$ cat src/hw/rtl/tmlp_pkg.sv
// Shared types and constants for the tiny MLP inference block.
package tmlp_pkg;

  localparam int HIDDEN_UNITS_DEF = 4;
  localparam int OUTPUT_UNITS_DEF = 11;
  localparam int FRAC_BITS_DEF    = 12;

  localparam int PARAM_W = 16;  // stored parameter, signed Q3.F
  localparam int PROD_W  = 32;  // one product or shifted bias
  localparam int ACC_W   = 36;  // pre-activation accumulator
  localparam int ACT_W   = 16;  // signed activation in Q.14

  // Activation table: act(k/16) for k = 0..128 in Q.14, negative side by symmetry
  localparam int TBL_FRAC  = 14;
  localparam int TBL_DEPTH = 129;
  localparam int TBL_AW    = 8;
  localparam int TBL_DW    = 15;

  localparam int              EXP_W        = 30;
  localparam logic [EXP_W-1:0] EXP_STEP_Q30 = 30'd1008687096;  // e^-1/16 in Q30

  localparam int IN_TDATA_W  = 40;
  localparam int OUT_TDATA_W = 24;

  typedef enum logic {
    REQ_WRITE = 1'b0,
    REQ_INFER = 1'b1
  } req_t;

  typedef struct packed {
    logic                en;
    logic [TBL_AW-1:0]   addr;
    logic [TBL_DW-1:0]   data;
  } tbl_wr_t;

  typedef struct packed {
    logic vld;
    logic first;
    logic last;
    logic bias;
  } mac_ctrl_t;

endpackage

$ cat src/hw/rtl/tmlp_act_init.sv
// Builds the activation table after reset with a shift-subtract divider.
module tmlp_act_init import tmlp_pkg::*; (
  input  logic    clk,
  input  logic    rst_n,
  output tbl_wr_t tbl_wr,
  output logic    init_done
);

  localparam int E_W   = 31;
  localparam int DEN_W = 32;
  localparam int NUM_W = 45;
  localparam int STEP_W = $clog2(TBL_DW);

  typedef enum logic [1:0] {
    I_LOAD,
    I_DIV,
    I_FIN,
    I_DONE
  } init_state_t;

  init_state_t         state_r;
  logic [E_W-1:0]      e_r;
  logic [TBL_AW-1:0]   k_r;
  logic [DEN_W-1:0]    den_r;
  logic [DEN_W-1:0]    rem_r;
  logic [TBL_DW-1:0]   low_r;
  logic [TBL_DW-1:0]   quo_r;
  logic [STEP_W-1:0]   step_r;
  tbl_wr_t             wr_r;
  logic                done_r;

  logic [E_W-1:0]      num;
  logic [DEN_W-1:0]    den;
  logic [NUM_W-1:0]    dividend;
  logic [E_W+EXP_W-1:0] eprod;
  logic [E_W-1:0]      e_nxt;
  logic [DEN_W:0]      trial;
  logic                qbit;
  logic [DEN_W-1:0]    rem_nxt;

  always_comb begin
    num      = E_W'(32'd1 << 30) - e_r;
    den      = DEN_W'(32'd1 << 30) + DEN_W'(e_r);
    dividend = (NUM_W'(num) << TBL_FRAC) + NUM_W'(den >> 1);
    eprod    = e_r * EXP_STEP_Q30;
    e_nxt    = E_W'((eprod + (E_W+EXP_W)'(32'd1 << 29)) >> 30);
    trial    = {rem_r, low_r[TBL_DW-1]};
    qbit     = (trial >= {1'b0, den_r});
    rem_nxt  = qbit ? DEN_W'(trial - {1'b0, den_r}) : DEN_W'(trial);
  end

  always_ff @(posedge clk) begin
    if (!rst_n) begin
      state_r <= I_LOAD;
      e_r     <= E_W'(32'd1 << 30);
      k_r     <= '0;
      step_r  <= '0;
      wr_r    <= '0;
      done_r  <= 1'b0;
    end else begin
      case (state_r)
        I_LOAD: begin
          // quotient stays below 2^15, so the top bits start as the remainder
          wr_r.en <= 1'b0;
          rem_r   <= DEN_W'(dividend[NUM_W-1:TBL_DW]);
          low_r   <= dividend[TBL_DW-1:0];
          den_r   <= den;
          e_r     <= e_nxt;
          step_r  <= '0;
          state_r <= I_DIV;
        end
        I_DIV: begin
          rem_r   <= rem_nxt;
          low_r   <= {low_r[TBL_DW-2:0], 1'b0};
          quo_r   <= {quo_r[TBL_DW-2:0], qbit};
          step_r  <= step_r + 1'b1;
          wr_r.en <= (step_r == STEP_W'(TBL_DW - 1));
          if (step_r == STEP_W'(TBL_DW - 1)) begin
            wr_r.addr <= k_r;
            wr_r.data <= {quo_r[TBL_DW-2:0], qbit};
            if (k_r == TBL_AW'(TBL_DEPTH - 1)) begin
              state_r <= I_FIN;
            end else begin
              k_r     <= k_r + 1'b1;
              state_r <= I_LOAD;
            end
          end
        end
        I_FIN: begin
          wr_r.en <= 1'b0;
          done_r  <= 1'b1;
          state_r <= I_DONE;
        end
        I_DONE: begin
          wr_r.en <= 1'b0;
          done_r  <= 1'b1;
        end
        default: begin
          wr_r.en <= 1'b0;
          state_r <= I_LOAD;
        end
      endcase
    end
  end

  assign tbl_wr    = wr_r;
  assign init_done = done_r;

endmodule

$ cat config.mk
export PLATFORM = sky130hd
export DESIGN_NAME = tmlp_act_init
export DESIGN_NICKNAME = d
export VERILOG_FILES = /design/src/hw/rtl/tmlp_pkg.sv /design/src/hw/rtl/tmlp_act_init.sv
export SDC_FILE = /design/constraint.sdc
export NUM_CORES = 1
export LEC_CHECK = 0
export BUFFER_PORTS_ARGS = -buffer_cell sky130_fd_sc_hd__buf_2
export CAP_MARGIN = 40
export CELL_PAD_IN_SITES_DETAIL_PLACEMENT = 1
export CELL_PAD_IN_SITES_GLOBAL_PLACEMENT = 1
export CORE_MARGIN = 1.5
export CORE_UTILIZATION = 35
export DETAILED_ROUTE_END_ITERATION = 6
export PLACE_DENSITY_LB_ADDON = 0.08
export SLEW_MARGIN = 25
export SYNTH_ARGS = -nofsm -noshare
export SYNTH_HDL_FRONTEND = slang
export SYNTH_SLANG_ARGS = --single-unit
$ cat constraint.sdc
create_clock -name clk -period 11.05 [get_ports clk]
set_input_delay 1.6575 -clock clk [delete_from_list [all_inputs] [get_ports clk]]
set_output_delay 1.6575 -clock clk [all_outputs]
set_load 0.05 [all_outputs]
== Word-level counts from Yosys, hierarchy flattened ==
Cells that the tools add are included.

* Add/sub/neg operators: 7
* Multipliers: 1
* Div/mod/pow operators: 0
* $lt $le $gt $ge: 1
* Equality and inequality tests: 6
* Shift-type cells: 0
* Muxes and demuxes: 8
* Bitwise operators: 1
* Reductions and logical operators: 11

{| class="wikitable"
|+ Operators by type and width
! cell !! number
|-
| $pmux W32 S2 || 1
|-
| $add A61 B30 Y61 const B || 1
|-
| $mul A31 B27 Y58 const B || 1
|-
| $add A45 B31 Y45 || 1
|-
| $ge A33 B32 Y1 || 1
|-
| $add A31 B31 Y32 const A || 1
|-
| $mux W32 || 1
|-
| $sub A32 B32 Y32 || 1
|-
| $sub A31 B31 Y31 const A || 1
|-
| $pmux W15 S2 || 1
|-
| $reduce_and A2 Y1 || 5
|-
| $add A8 B1 Y8 const B || 1
|-
| $eq A8 B8 Y1 const B || 1
|-
| $pmux W4 S2 || 1
|-
| $pmux W2 S3 || 1
|-
| $add A4 B1 Y4 const B || 1
|-
| $eq A2 B2 Y1 const B || 2
|-
| $eq A4 B4 Y1 const B || 1
|-
| $mux W2 || 2
|-
| $reduce_and A3 Y1 || 1
|-
| $reduce_bool A3 Y1 || 1
|-
| $reduce_or A3 Y1 || 1
|-
| $eq A2 B1 Y1 const B || 1
|-
| $logic_not A2 Y1 || 1
|-
| other kinds (5) || 5
|}

* Flip-flop bits (word level): 163
* Bits in latches: 0
* Memory bits (writable): 0
* Memory bits (read-only): 0
* Bits of input ports: 2
* Output and inout port bits: 25
* Memories kept: 0

== Logic depth before layout (Yosys ltp) ==
* Depth in word-level cells: 4
* Gate-level depth with buffers: 28
* Gate-level depth less buffers: 28

== Worst setup path before layout ==
No wires, ideal clock.

* Path kind: reg-to-reg
* From: reg e_r[21]
* To: reg e_r[29]
* Data arrival time: 7.813 ns
* Data required time: 10.928 ns
* Slack: 3.115 ns
* Cell stages (with the launch flop): 27
* Path buffers: 0
* Clock period less this slack: 7.935 ns
* Path through: dfxtp_1 -> inv_1 -> fa_1 -> inv_1 -> fa_1 -> inv_1 -> fa_1 -> fa_1 -> inv_1 -> fa_1 -> fa_1 -> inv_1 -> fa_1 -> inv_1 -> ha_1 -> nand2_1 -> o21ai_1 -> nor2_1 -> and3_1 -> a2111oi_4 -> ha_1 -> nand4_1 -> or4b_2 -> nand4b_2 -> nor2_1 -> a311oi_1 -> a311o_1

* Longest elaborated chain between the ends: 2

{| class="wikitable"
|+ RTL lines
! item !! line !! RTL
|-
| start: declaration || tmlp_act_init.sv:22 || <nowiki>logic [E_W-1:0] e_r;</nowiki>
|-
| start signal: assignment || tmlp_act_init.sv:55 || <nowiki>e_r <= E_W'(32'd1 << 30);</nowiki>
|-
| start signal: assignment || tmlp_act_init.sv:68 || <nowiki>e_r <= e_nxt;</nowiki>
|-
| $mul A31 B27 Y58 || tmlp_act_init.sv:45 || <nowiki>eprod = e_r * EXP_STEP_Q30;</nowiki>
|-
| $add A61 B30 Y61 || tmlp_act_init.sv:46 || <nowiki>e_nxt = E_W'((eprod + (E_W+EXP_W)'(32'd1 << 29)) >> 30);</nowiki>
|}

No other way between the ends.
A chain may end at the register's enable or synchronous reset.

== Worst setup path in the final report ==
* From: reg e_r[20]
* To: reg e_r[24]

Same word-level chain as after synthesis.

==> flow_metrics.tcl <==
set metrics [dict create \
    status "complete, no violations" \
    crit_path_max_incr_delay_ns 0.85 \
    fmax_mhz 105.9 \
    cp.arrival_ns 9.78 \
    viasPerCell 5.023 \
    crit_required_ns 11.39 \
    synthTopCellsByCount "716 x inv_1, 389 x fa_1, 375 x ha_1, 162 x nand2_1, 133 x a21oi_1" \
    worst_pin_slew_ns 0.9498 \
    cts_resized 0 \
    cp_max_fo 11 \
    core_um2 74570 \
    slew_headroom_pct 36.68 \
    hold_path_class "flop to flop" \
    fin_crit_ns 9.445 \
    die_x_um 277.8 \
    grt_max_degree 64 \
    slowest_stage "dfxtp_1" \
    period_share_pct 85.48 \
    yosys_warnings 0 \
    wirelength_um 88050 \
    final-setup-viol-count 0 \
    first_pass_iters 4 \
    layout-drive-gt1-share_pct 4.491 \
    place.gp.congestion 0.9367 \
    finClkSkew_ns 0.02292 \
    synthArstFlopShare_pct 0 \
    cts_sinks 163 \
    path_clk_slew_ns 0.08 \
    rsz0062_at_grt "false" \
    dp_hpwl_um 76340 \
    ys.flop_type "edfxtp_1" \
    cts_max_level 4 \
    cts_buffers 17 \
    critPathMostFrequentCell "fa_1" \
    cts_root_buf "clkbuf_16" \
    grt_pass1_vias 21550 \
    drtAntennaViolNets 0 \
    grt.overflow.total 0 \
    pre_cts_ws_ns 1.453 \
    antenna_found_initial 0 \
    yosysMostFrequentCell "inv_1" \
    slew_viol_final 0 \
    clk_latency_ns 0.49 \
    cts_setup_buffers 0 \
    crit_type "flop to flop" \
    synthTopCellsByArea "fa_1 29%, ha_1 18%, edfxtp_1 11%, inv_1 10%, dfxtp_1 5.3%" \
    ys_seq_elements 163 \
    grt_pass1_wl_um 137000 \
    nets 3603 \
    antennaDiodeCount 0 \
    worst_slack_ns 1.605 \
    syn_inst 2805 \
    final.setup.tns_ns 0 \
    avgSynthCellArea_um2 9.425 \
    grtUsageTotal_pct 23.93 \
    max_cap_viol_count 0 \
    hold_viol_final 0 \
    cts_max_path_buffers 2 \
    dieArea_um2 77200 \
    row_count 100 \
    wire_per_inst_um 23.06 \
    ctsHoldBuffers 0 \
    yosys.area.top_type "fa_1" \
    syn_area_um2 26440 \
    port_buffers 26 \
    synthesis.nets 3571 \
    pin_count 27 \
    num_vias 19180 \
    seq_area_frac_synth_pct 15.86 \
    die_h_um 277.8 \
    drc_errors 0 \
    start_util_pct 35.45 \
    cp-end-kind "flop" \
    synth.top_cell.area_share_pct 29.46 \
    start_kind "flop" \
    cts_tree "yes" \
    drtIter0Drc 901 \
    yosysUniqueCellTypes 82 \
    utilization_pct 38.19 \
    syn2layout_area_growth_pct 7.733 \
    synth_edf_count 93 \
]
## stage by stage
stage | std cells | hold WS, ns | instance area [um^2]
after global placement | 3776 | 0.4309 | 27790
after CTS | 3817 | 0.4566 | 28470
final | 3819 | 0.4533 | 28480
after global routing | 3819 | 0.4675 | 28480
after floorplan | 2805 | 0.4262 | 26440
after detailed placement | 3785 | 0.4442 | 27890
## registers in the layout (all words and copies together), names as in the netlist, 2 cells and up
signal,count
quo_r,14
step_r,4
tbl_wr,24
rem_r,32
low_r,15
den_r,32
e_r,31
state_r,2
k_r,8
## path summary, 6_finish.rpt
check	start	endpoint	slack [ns]	cells after the start
max	e_r[20]$_SDFFE_PN0P_	e_r[24]$_SDFFE_PN0P_	1.60	25
min	quo_r[4]$_DFFE_PP_	quo_r[5]$_DFFE_PP_	0.45	0
max reg2reg	e_r[20]$_SDFFE_PN0P_	e_r[24]$_SDFFE_PN0P_	1.60	25
min reg2reg	quo_r[4]$_DFFE_PP_	quo_r[5]$_DFFE_PP_	0.45	0
## cells by family (layout without fill, tap and decap cells)
family	count (synthesis)	after routing	synth area share [%]
DFF	163	163	15.86
buffers and inverters	765	810	10.89
adders and majority gates	764	764	47.20
AOI/OAI and AO/OA	404	404	9.830
xor gates and xnor gates	133	133	4.406
and+or+nand+nor	530	530	10.05
muxes	46	46	1.751
## placed cells by master, fill, tap and decap left out, drive strengths merged, types with 10 or more instances in the layout
master / instances
nand3: 42
nand2: 162
fa: 389
nor4: 11
nor3: 49
mux2i: 44
or2: 10
nor2: 113
xnor2: 88
o211ai: 11
nor2b: 18
o21ai: 83
buf: 60
o21a: 13
xor2: 45
clkbuf: 18
edfxtp: 93
or3: 15
nand4: 40
and3: 11
ha: 375
a21o: 37
nand2b: 14
a21oi: 133
and2: 15
inv: 724
dfxtp: 70
a211oi: 31
## cell type report
type | count | area (um^2)
fill | 8625 | 46090
sequential | 163 | 4194
tap | 969 | 1212
multi-input combinational | 1877 | 19390
inverter | 717 | 2691
clock inverter | 15 | 160.2
clock buffer | 17 | 425.4
timing repair buffer | 61 | 410.4
## per-layer routing
layer,wire (um),global-route usage (%)
met5,0,0
met4,1383,4.778
met3,3932,4.919
met2,40070,37.50
met1,42660,34.06
## critical path: cells and delay by family, from the launching register on
family                   cells  cell delay (ns)
flip-flops                   1             0.85
AND/OR/NAND/NOR              6             1.92
AO/OA/AOI/OAI                4             1.19
XOR/XNOR                     1             0.42
buffers and inverters        6             0.72
adder cells (fa/ha/maj)      8             4.17
Power is not shown: default switching activity piles up to over one toggle a cycle in this logic, so the estimate is an artifact.
