### src/hw/rtl/tmlp_pkg.sv
// Shared types and constants for the tiny MLP inference block.
package tmlp_pkg;

  localparam int HIDDEN_UNITS_DEF = 4;
  localparam int OUTPUT_UNITS_DEF = 11;
  localparam int FRAC_BITS_DEF    = 12;

  localparam int PARAM_W = 16;  // stored parameter, signed Q3.F
  localparam int PROD_W  = 32;  // one product or shifted bias
  localparam int ACC_W   = 36;  // pre-activation accumulator
  localparam int ACT_W   = 16;  // signed activation in Q.14

  // Activation table: act(k/16) for k = 0..128 in Q.14, negative side by symmetry
  localparam int TBL_FRAC  = 14;
  localparam int TBL_DEPTH = 129;
  localparam int TBL_AW    = 8;
  localparam int TBL_DW    = 15;

  localparam int              EXP_W        = 30;
  localparam logic [EXP_W-1:0] EXP_STEP_Q30 = 30'd1008687096;  // e^-1/16 in Q30

  localparam int IN_TDATA_W  = 40;
  localparam int OUT_TDATA_W = 24;

  typedef enum logic {
    REQ_WRITE = 1'b0,
    REQ_INFER = 1'b1
  } req_t;

  typedef struct packed {
    logic                en;
    logic [TBL_AW-1:0]   addr;
    logic [TBL_DW-1:0]   data;
  } tbl_wr_t;

  typedef struct packed {
    logic vld;
    logic first;
    logic last;
    logic bias;
  } mac_ctrl_t;

endpackage

### src/hw/rtl/tmlp_mac_unit.sv
// Shared multiply-accumulate unit: one product per cycle into a 36-bit accumulator.
module tmlp_mac_unit import tmlp_pkg::*; #(
  parameter int FRAC_BITS = FRAC_BITS_DEF
) (
  input  logic                     clk,
  input  logic                     rst_n,
  input  mac_ctrl_t                ctrl,
  input  logic signed [PARAM_W-1:0] coef,
  input  logic signed [PARAM_W-1:0] opnd,
  output logic signed [ACC_W-1:0]  acc,
  output logic                     done
);

  logic signed [PROD_W-1:0] mult;
  logic signed [PROD_W-1:0] bias_ext;
  logic signed [PROD_W-1:0] prod_r;
  mac_ctrl_t                s2_r;
  logic signed [ACC_W-1:0]  acc_r;
  logic                     done_r;

  assign mult     = opnd * coef;
  assign bias_ext = PROD_W'(coef) <<< FRAC_BITS;

  always_ff @(posedge clk) begin
    prod_r <= ctrl.bias ? bias_ext : mult;
  end

  always_ff @(posedge clk) begin
    if (!rst_n) begin
      s2_r   <= '0;
      acc_r  <= '0;
      done_r <= 1'b0;
    end else begin
      s2_r   <= ctrl;
      done_r <= s2_r.vld & s2_r.last;
      if (s2_r.vld) begin
        acc_r <= s2_r.first ? ACC_W'(prod_r) : acc_r + ACC_W'(prod_r);
      end
    end
  end

  assign acc  = acc_r;
  assign done = done_r;

endmodule

### config.mk
export PLATFORM = sky130hd
export DESIGN_NAME = tmlp_mac_unit
export DESIGN_NICKNAME = d
export VERILOG_FILES = /design/src/hw/rtl/tmlp_pkg.sv /design/src/hw/rtl/tmlp_mac_unit.sv
export SDC_FILE = /design/constraint.sdc
export NUM_CORES = 1
export LEC_CHECK = 0
export BUFFER_PORTS_ARGS = -buffer_cell sky130_fd_sc_hd__buf_2
export CAP_MARGIN = 10
export CORE_UTILIZATION = 65
export CTS_CLUSTER_SIZE = 10
export DETAILED_ROUTE_END_ITERATION = 6
export GPL_TIMING_DRIVEN = 0
export PLACE_DENSITY = 0.82
export SLEW_MARGIN = 30
export SYNTH_ARGS = -nofsm -noshare
export SYNTH_HDL_FRONTEND = slang
export SYNTH_SLANG_ARGS = --single-unit
### constraint.sdc
create_clock -name clk -period 12.5 [get_ports clk]
set_input_delay 0.625 -clock clk [delete_from_list [all_inputs] [get_ports clk]]
set_output_delay 0.625 -clock clk [all_outputs]
set_load 0.03 [all_outputs]
# After elaboration in Yosys (flattened, before gate mapping)
# Index checks and enable logic that the tools add are counted.
[word_totals] output_inout_bits=37 mem_count=0 input_bits=38 latchBits=0 rom_bits=0 mem_bits_rw=0 reg_bits=72 wordCells=12
[op_classes] reduce_logical=0 muxes=2 n_div=0 shifts=0 order_cmp=0 eq_ne=0 bitwise=1 addsub=1 mul=1
[ops] op="$add 36x32->36" n=1
[ops] op="$mux 36" n=1
[ops] op="$mul 16x16->32" n=1
[ops] op="$mux 32" n=1
[ops] op="$and 1x1->1" n=1

# Depth between registers and ports, before layout
# Gate-level depths: netlist of the first run.
[depth] word_depth=2 ltp_mapped=26 depth_no_buf=25

# Least setup slack after synthesis of the first run
# OpenSTA, ideal clock, no wires.
[synth_timing] path_type="input-to-reg" startpoint="in coef[7]" endpoint="reg prod_r[31]" n_path_buf=2 setup_slack_ns=5.861 path_stages=25 t_required_ns=12.383 setup_ns=0.117 arrival_time_ns=6.522 cell_sequence="clkbuf_1 -> clkbuf_1 -> nand2_1 -> fa_1 -> inv_1 -> fa_1 -> inv_1 -> fa_1 -> inv_1 -> fa_1 -> fa_1 -> inv_1 -> fa_1 -> inv_1 -> ha_1 -> a21o_1 -> a21o_1 -> a21oi_1 -> o221a_2 -> o21ai_1 -> o31a_1 -> o31a_1 -> o41ai_2 -> mux2i_1 -> nor2_1"
[synth_between] elab_chain_len=2
[synth_rtl] item="start, declared" line="tmlp_mac_unit.sv:8" text="input logic signed [PARAM_W-1:0] coef,"
[synth_rtl] item="$mul 16x16->32" line="tmlp_mac_unit.sv:21" text="assign mult = opnd * coef;"
[synth_rtl] item="$mux 32" line="tmlp_mac_unit.sv:25" text="prod_r <= ctrl.bias ? bias_ext : mult;"
[synth_rtl] item="end signal, assigned" line="tmlp_mac_unit.sv:25"
[synth_rtl] item="end, declared" line="tmlp_mac_unit.sv:16" text="logic signed [PROD_W-1:0] prod_r;"
# No other way between the ends.
# A chain may end at the register's enable or synchronous reset.

# Worst setup path after layout of the first run
[layout_timing] startpoint="in coef[8]" endpoint="reg prod_r[29]"
# The elaborated chain is that of the path after synthesis.

==> results of run 1 <==
## final cells by class
| type | instances | share of cell area, % |
|---|---|---|
| Clock buffer | 11 | 1.60 |
| Timing Repair Buffer | 71 | 2.34 |
| Buffer | 65 | 1.61 |
| Inverter | 306 | 7.56 |
| Antenna cell | 3 | 0.0494 |
| Sequential cell | 72 | 9.49 |
| Tap cell | 275 | 2.26 |
| Multi-Input combinational cell | 1169 | 74.4 |
| Clock inverter | 5 | 0.684 |
## cell usage in the layout, fill, tap and decap left out, drive strengths merged, types with 5 or more instances in the layout
master | synthesis | final
a211oi | 5 | 5
a21o | 39 | 39
a21oi | 68 | 68
a31oi | 9 | 9
and2 | 127 | 127
and3 | 7 | 7
buf | 4 | 75
clkbuf | 61 | 72
dfxtp | 72 | 72
fa | 263 | 263
ha | 117 | 117
inv | 306 | 306
mux2i | 12 | 12
nand2 | 176 | 176
nand2b | 9 | 9
nand3 | 11 | 11
nand4 | 8 | 8
nor2 | 75 | 75
nor2b | 11 | 11
nor3 | 10 | 10
nor3b | 5 | 5
o211ai | 18 | 18
o21a | 12 | 12
o21ai | 68 | 68
o21bai | 11 | 11
xnor2 | 40 | 40
xor2 | 20 | 20
## state kept, by name, summed over array words and instances, names as in the netlist
| register | flops |
|---|---|
| prod_r | 32 |
| done | 1 |
| acc | 36 |
| s2_r | 3 |
## logic make-up (layout without fill, tap and decap cells)
kind of cell	count (synthesis)	in the layout	share of synthesized area [%]
mux	12	12	0.850
other cells	0	3	0
fa+ha+maj	380	380	47.6
xor+xnor	60	60	3.72
flops	72	72	10.2
simple gates	448	448	15.3
compound gates	269	269	12.5
buf+inv	371	458	9.85
## worst max path at each step
stage	from	end	slack (ns)	cells past startpoint
5_1_grt	coef[7]	prod_r[30]	4.62	26
6_report	coef[8]	prod_r[29]	5.03	23
3_5_place_dp	coef[7]	prod_r[31]	4.82	25
4_1_cts	coef[7]	prod_r[31]	5.16	25
3_3_place_gp	coef[7]	prod_r[31]	4.86	25
2_1_floorplan	coef[7]	prod_r[31]	5.86	25
## stage by stage
stage | hold slack, ns | instance area, um2 | setup slack, ns
2_1_floorplan | 0.437 | 14100 | 5.86
3_5_place_dp | 0.471 | 14800 | 4.82
5_1_grt | 0.506 | 15200 | 4.62
4_1_cts | 0.478 | 15200 | 5.16
3_3_place_gp | 0.440 | 14800 | 4.86
6_report | 0.492 | 15200 | 5.03
## per-layer routing
layer / GRT usage (%) / wire length (um)
met1: 44.4 / 13900
met2: 62.1 / 18500
met3: 7.35 / 3690
met4: 17.3 / 1860
met5: 0 / 9
==> flow_metrics.tcl, run 1 <==
set metrics [dict create \
    status "finished clean" \
    clk_pin_slew_ns 0.06 \
    hold_depth 2 \
    ys_seq_area_share_pct 10.2 \
    multiInputGateArea_mm2 0.0113 \
    synth_async_sr_flop_share_pct 0 \
    slew_viol_final 0 \
    yosys_warnings 0 \
    ff_latch_area_mm2 0.00144 \
    vias 11800 \
    wl_per_cell_um 19.2 \
    timing.rr.start "acc[0]" \
    syn_inst 1612 \
    numPortBuffers 71 \
    die_area_mm2 0.0223 \
    finalCriticalPeriod_ns 7.47 \
    clockBufferDepth 2 \
    gp_congestion 0.959 \
    root_buffer "clkbuf_16" \
    cts_setup_buffers 0 \
    ys_ff_latch 72 \
    drt-initial-drc-count 1001 \
    finalClockSkew_ns 0.00985 \
    area_growth_syn_to_layout_pct 7.45 \
    crit_top_cell "fa_1" \
    grt_max_degree 13 \
    synth.avg_cell_area_um2 8.77 \
    hold_class "input port to flop" \
    drtAntennaViolNets 0 \
    cp_top_family "adder cells" \
    rsz0062_at_grt "false" \
    grt_pass1_vias 12300 \
    cts-htree-levels 3 \
    synth_top_area_share_pct 37.2 \
    synth_fp_nets 2030 \
    clock-sinks 72 \
    syn_area_mm2 0.0141 \
    core.rowCount 53 \
    cts_tree "done" \
    yosys.area.top_type "fa_1" \
    route.detailed.drc 0 \
    path_cells "clkbuf_1, clkbuf_1, nand2_1, fa_1, inv_1, fa_1, fa_1, fa_1, fa_1, inv_1, fa_1, inv_1, ha_1, clkbuf_1, nand3_1, a2111o_1, o221a_2, o21ai_1, o31a_1, o31a_1, o21a_1, nor3_1, o31ai_2" \
    synth_area_leaders "fa_1, ha_1, dfxtp_1" \
    slowest_delay_ns 0.62 \
    core-area_mm2 0.0212 \
    cp.buffers_inverters 6 \
    yosys.cell_count.top_type "inv_1" \
    insertion_delay_ns 0.34 \
    synth_cell_types 57 \
    hold_viol 0 \
    cts_buffers 9 \
    maxCapViolCount 0 \
    grt_use_total_pct 36.5 \
    fmax_mhz 134 \
    grt_remaining_overflow 0 \
    synth_ff_type "dfxtp_1" \
    nNetsFinal 2112 \
    critPathArrivalTime_ns 7.73 \
    dp.cells 1958 \
    relSlewSlack_pct 46.4 \
    grt_antenna_before_repair 2 \
    worstPathRequired_ns 12.75 \
    final_util_pct 71.8 \
    worst-r2r-cell-count 14 \
    ys_top_cells_by_count "inv_1, fa_1, nand2_1" \
    setup_viol 0 \
    grt_first_pass_wirelength_mm 61.7 \
    cp-start-kind "input port" \
    die_x_um 149 \
    whs_endpoint "s2_r[3]" \
    wl_mm 38.0 \
    cts_hold_buffers 0 \
    layout.cells.non_filler 1977 \
    start_util_pct 66.8 \
    fin_tns_setup_ns 0 \
    drt-vias-per-instance 5.95 \
    fillers 1640 \
    max_slew.worst_pin.slew_ns 0.804 \
    dpl.hpwl_mm 30.7 \
    hp-start "ctrl[3]" \
    path_max_fanout 10 \
    drive_gt1_share_pct 5.83 \
    ios 75 \
    critPathKind "input port to flop" \
    first_pass_iters 6 \
    period_share_pct 59.8 \
    r2r_slack_ns 9.00 \
    slowest_stage "clkbuf_1" \
    ctsResizeCount 0 \
    endpoint_kind "flop" \
    synth-edff-count 0 \
    reg2reg_to "acc[32]" \
    die_h_um 149 \
]
Power of run 1 is left out: the tool's default activity adds up to more than one toggle a clock period on the data nets, which glitch-free logic cannot reach.
==> run 2, diff against run 1 <==
- CORE_UTILIZATION: 65 -> 58
- PLACE_DENSITY: 0.82 -> 0.77
- clock period: 12.5 -> 6.08 ns (I/O delays scaled with it)
==> flow_metrics.tcl, run 2 (synthesized netlist as in run 1, its figures left out) <==
set metrics [dict create \
    critPathArrivalTime_ns 6.26 \
    dpl.hpwl_mm 30.4 \
    wl_per_cell_um 18.9 \
    grt_pass1_vias 12000 \
    clock-sinks 72 \
    cts-htree-levels 3 \
    grt_max_degree 18 \
    finalCriticalPeriod_ns 6.00 \
    ios 75 \
    reg2reg_to "acc[34]" \
    drtAntennaViolNets 0 \
    clk_pin_slew_ns 0.06 \
    grt_remaining_overflow 0 \
    maxCapViolCount 0 \
    gp_congestion 0.952 \
    die_area_mm2 0.0250 \
    status "finished clean" \
    slew_viol_final 0 \
    wl_mm 38.9 \
    multiInputGateArea_mm2 0.0115 \
    final_cell_mix "inv_1, fa_1, nand2_1" \
    n_antenna_cell 0 \
    route.detailed.drc 0 \
    grt_antenna_before_repair 1 \
    hold_viol 0 \
    setup_viol 0 \
    timing.rr.start "acc[0]" \
    path_max_fanout 7 \
    nNetsFinal 2147 \
    drt-initial-drc-count 874 \
    worst-r2r-cell-count 14 \
    start_util_pct 59.7 \
    cts_tree "done" \
    hold_class "input port to flop" \
    period_share_pct 98.6 \
    clockBufferDepth 2 \
    first_pass_iters 5 \
    core.rowCount 56 \
    fmax_mhz 167 \
    grt_use_total_pct 32.0 \
    cp-start-kind "input port" \
    core-area_mm2 0.0237 \
    final_common_cell "inv_1" \
    finalInstanceArea_mm2 0.0163 \
    worstPathRequired_ns 6.34 \
    ff_latch_area_mm2 0.00144 \
    largest_reg_flops 36 \
    max_slew.worst_pin.slew_ns 0.750 \
    die_x_um 158 \
    fin_tns_setup_ns 0 \
    endpoint_kind "flop" \
    fillers 1912 \
    die_h_um 158 \
    whs_endpoint "s2_r[1]" \
    numPortBuffers 71 \
    area_growth_syn_to_layout_pct 15.1 \
    r2r_slack_ns 2.70 \
    cts_hold_buffers 0 \
    root_buffer "clkbuf_16" \
    vias 11800 \
    relSlewSlack_pct 50.0 \
    hp-start "ctrl[1]" \
    drive_gt1_share_pct 12.3 \
    critPathKind "input port to flop" \
    cts_buffers 9 \
    grt_first_pass_wirelength_mm 60.0 \
    insertion_delay_ns 0.34 \
    placed_area_mm2 0.0149 \
    drt-vias-per-instance 5.75 \
    hold_depth 2 \
    finalClockSkew_ns 0.00784 \
]
-- run 2: changes by cell type in the layout (fill, tap and decap cells not counted), moves of 10 or more --
cell       change
ha_1          -12
buf_6         +13
buf_4         +44
buf_2         -19
ha_4          +10
clkbuf_16     +10
clkbuf_1      -38
-- run 2: cell type report --
type | count | share of cell area [%]
plain buffers | 55 | 3.58
clock buffers | 9 | 1.38
clock inverters | 7 | 0.476
inverters | 306 | 7.06
multi-input cells | 1169 | 70.9
flip-flops and latches | 72 | 8.85
well taps | 319 | 2.45
repair buffers | 116 | 5.26
-- run 2: worst max-delay path by stage --
| stage | from | endpoint | slack [ns] | cells past startpoint |
|---|---|---|---|---|
| finish | opnd[9] | prod_r[29] | 0.08 | 23 |
| global route | coef[1] | prod_r[22] | -0.08 | 24 |
| CTS | opnd[12] | prod_r[31] | 0.0003 | 23 |
| detailed placement | opnd[8] | prod_r[31] | -1.07 | 23 |
| global placement | coef[5] | prod_r[31] | -1.01 | 23 |
| floorplan | opnd[8] | prod_r[31] | 0.004 | 22 |
-- run 2: timing repair --
| action | 4_1_cts | 5_1_grt |
|---|---|---|
| setup endpoints to repair | 12 | 8 |
| resized for setup | 105 | 92 |
| buffers inserted | 9 | 36 |
| pin swaps | 14 | 41 |
-- run 2: routing by layer --
layer / up-vias / global-route usage [%] / wire (um) / part of all wire (%)
met2: 523 / 55.5 / 19200 / 49
met1: 5864 / 39.2 / 15000 / 39
li1: 5295 / - / - / -
met4: 0 / 14.0 / 1710 / 4.4
met3: 120 / 5.31 / 2970 / 7.6
met5: - / 0 / 0 / 0
-- run 2: metrics by stage --
stage	instances	hold WS, ns	util, %	worst slack, ns
floorplan	1612	0.412	-	0.00422
global placement	2002	0.446	63.1	-1.01
detailed placement	2002	0.447	63.1	-1.07
CTS	2019	0.162	66.4	0.000329
global route	2053	0.176	68.7	-0.0841
finish	2053	0.165	68.7	0.0831
-- run 2: critical path, cell delays in order --
cell,delay (ns)
buf_6,0.13
clkbuf_16,0.15
buf_6,0.14
nand2_1,0.09
fa_1,0.55
inv_1,0.05
fa_1,0.47
fa_1,0.54
fa_1,0.53
fa_1,0.49
inv_1,0.05
fa_1,0.51
inv_1,0.09
ha_4,0.32
nand3_2,0.12
a2111o_1,0.40
o221a_4,0.26
o21ai_4,0.18
o31a_1,0.21
o31a_1,0.21
o21a_1,0.19
nor3_2,0.05
o31ai_2,0.20
Power of run 2 is left out for the same reason.
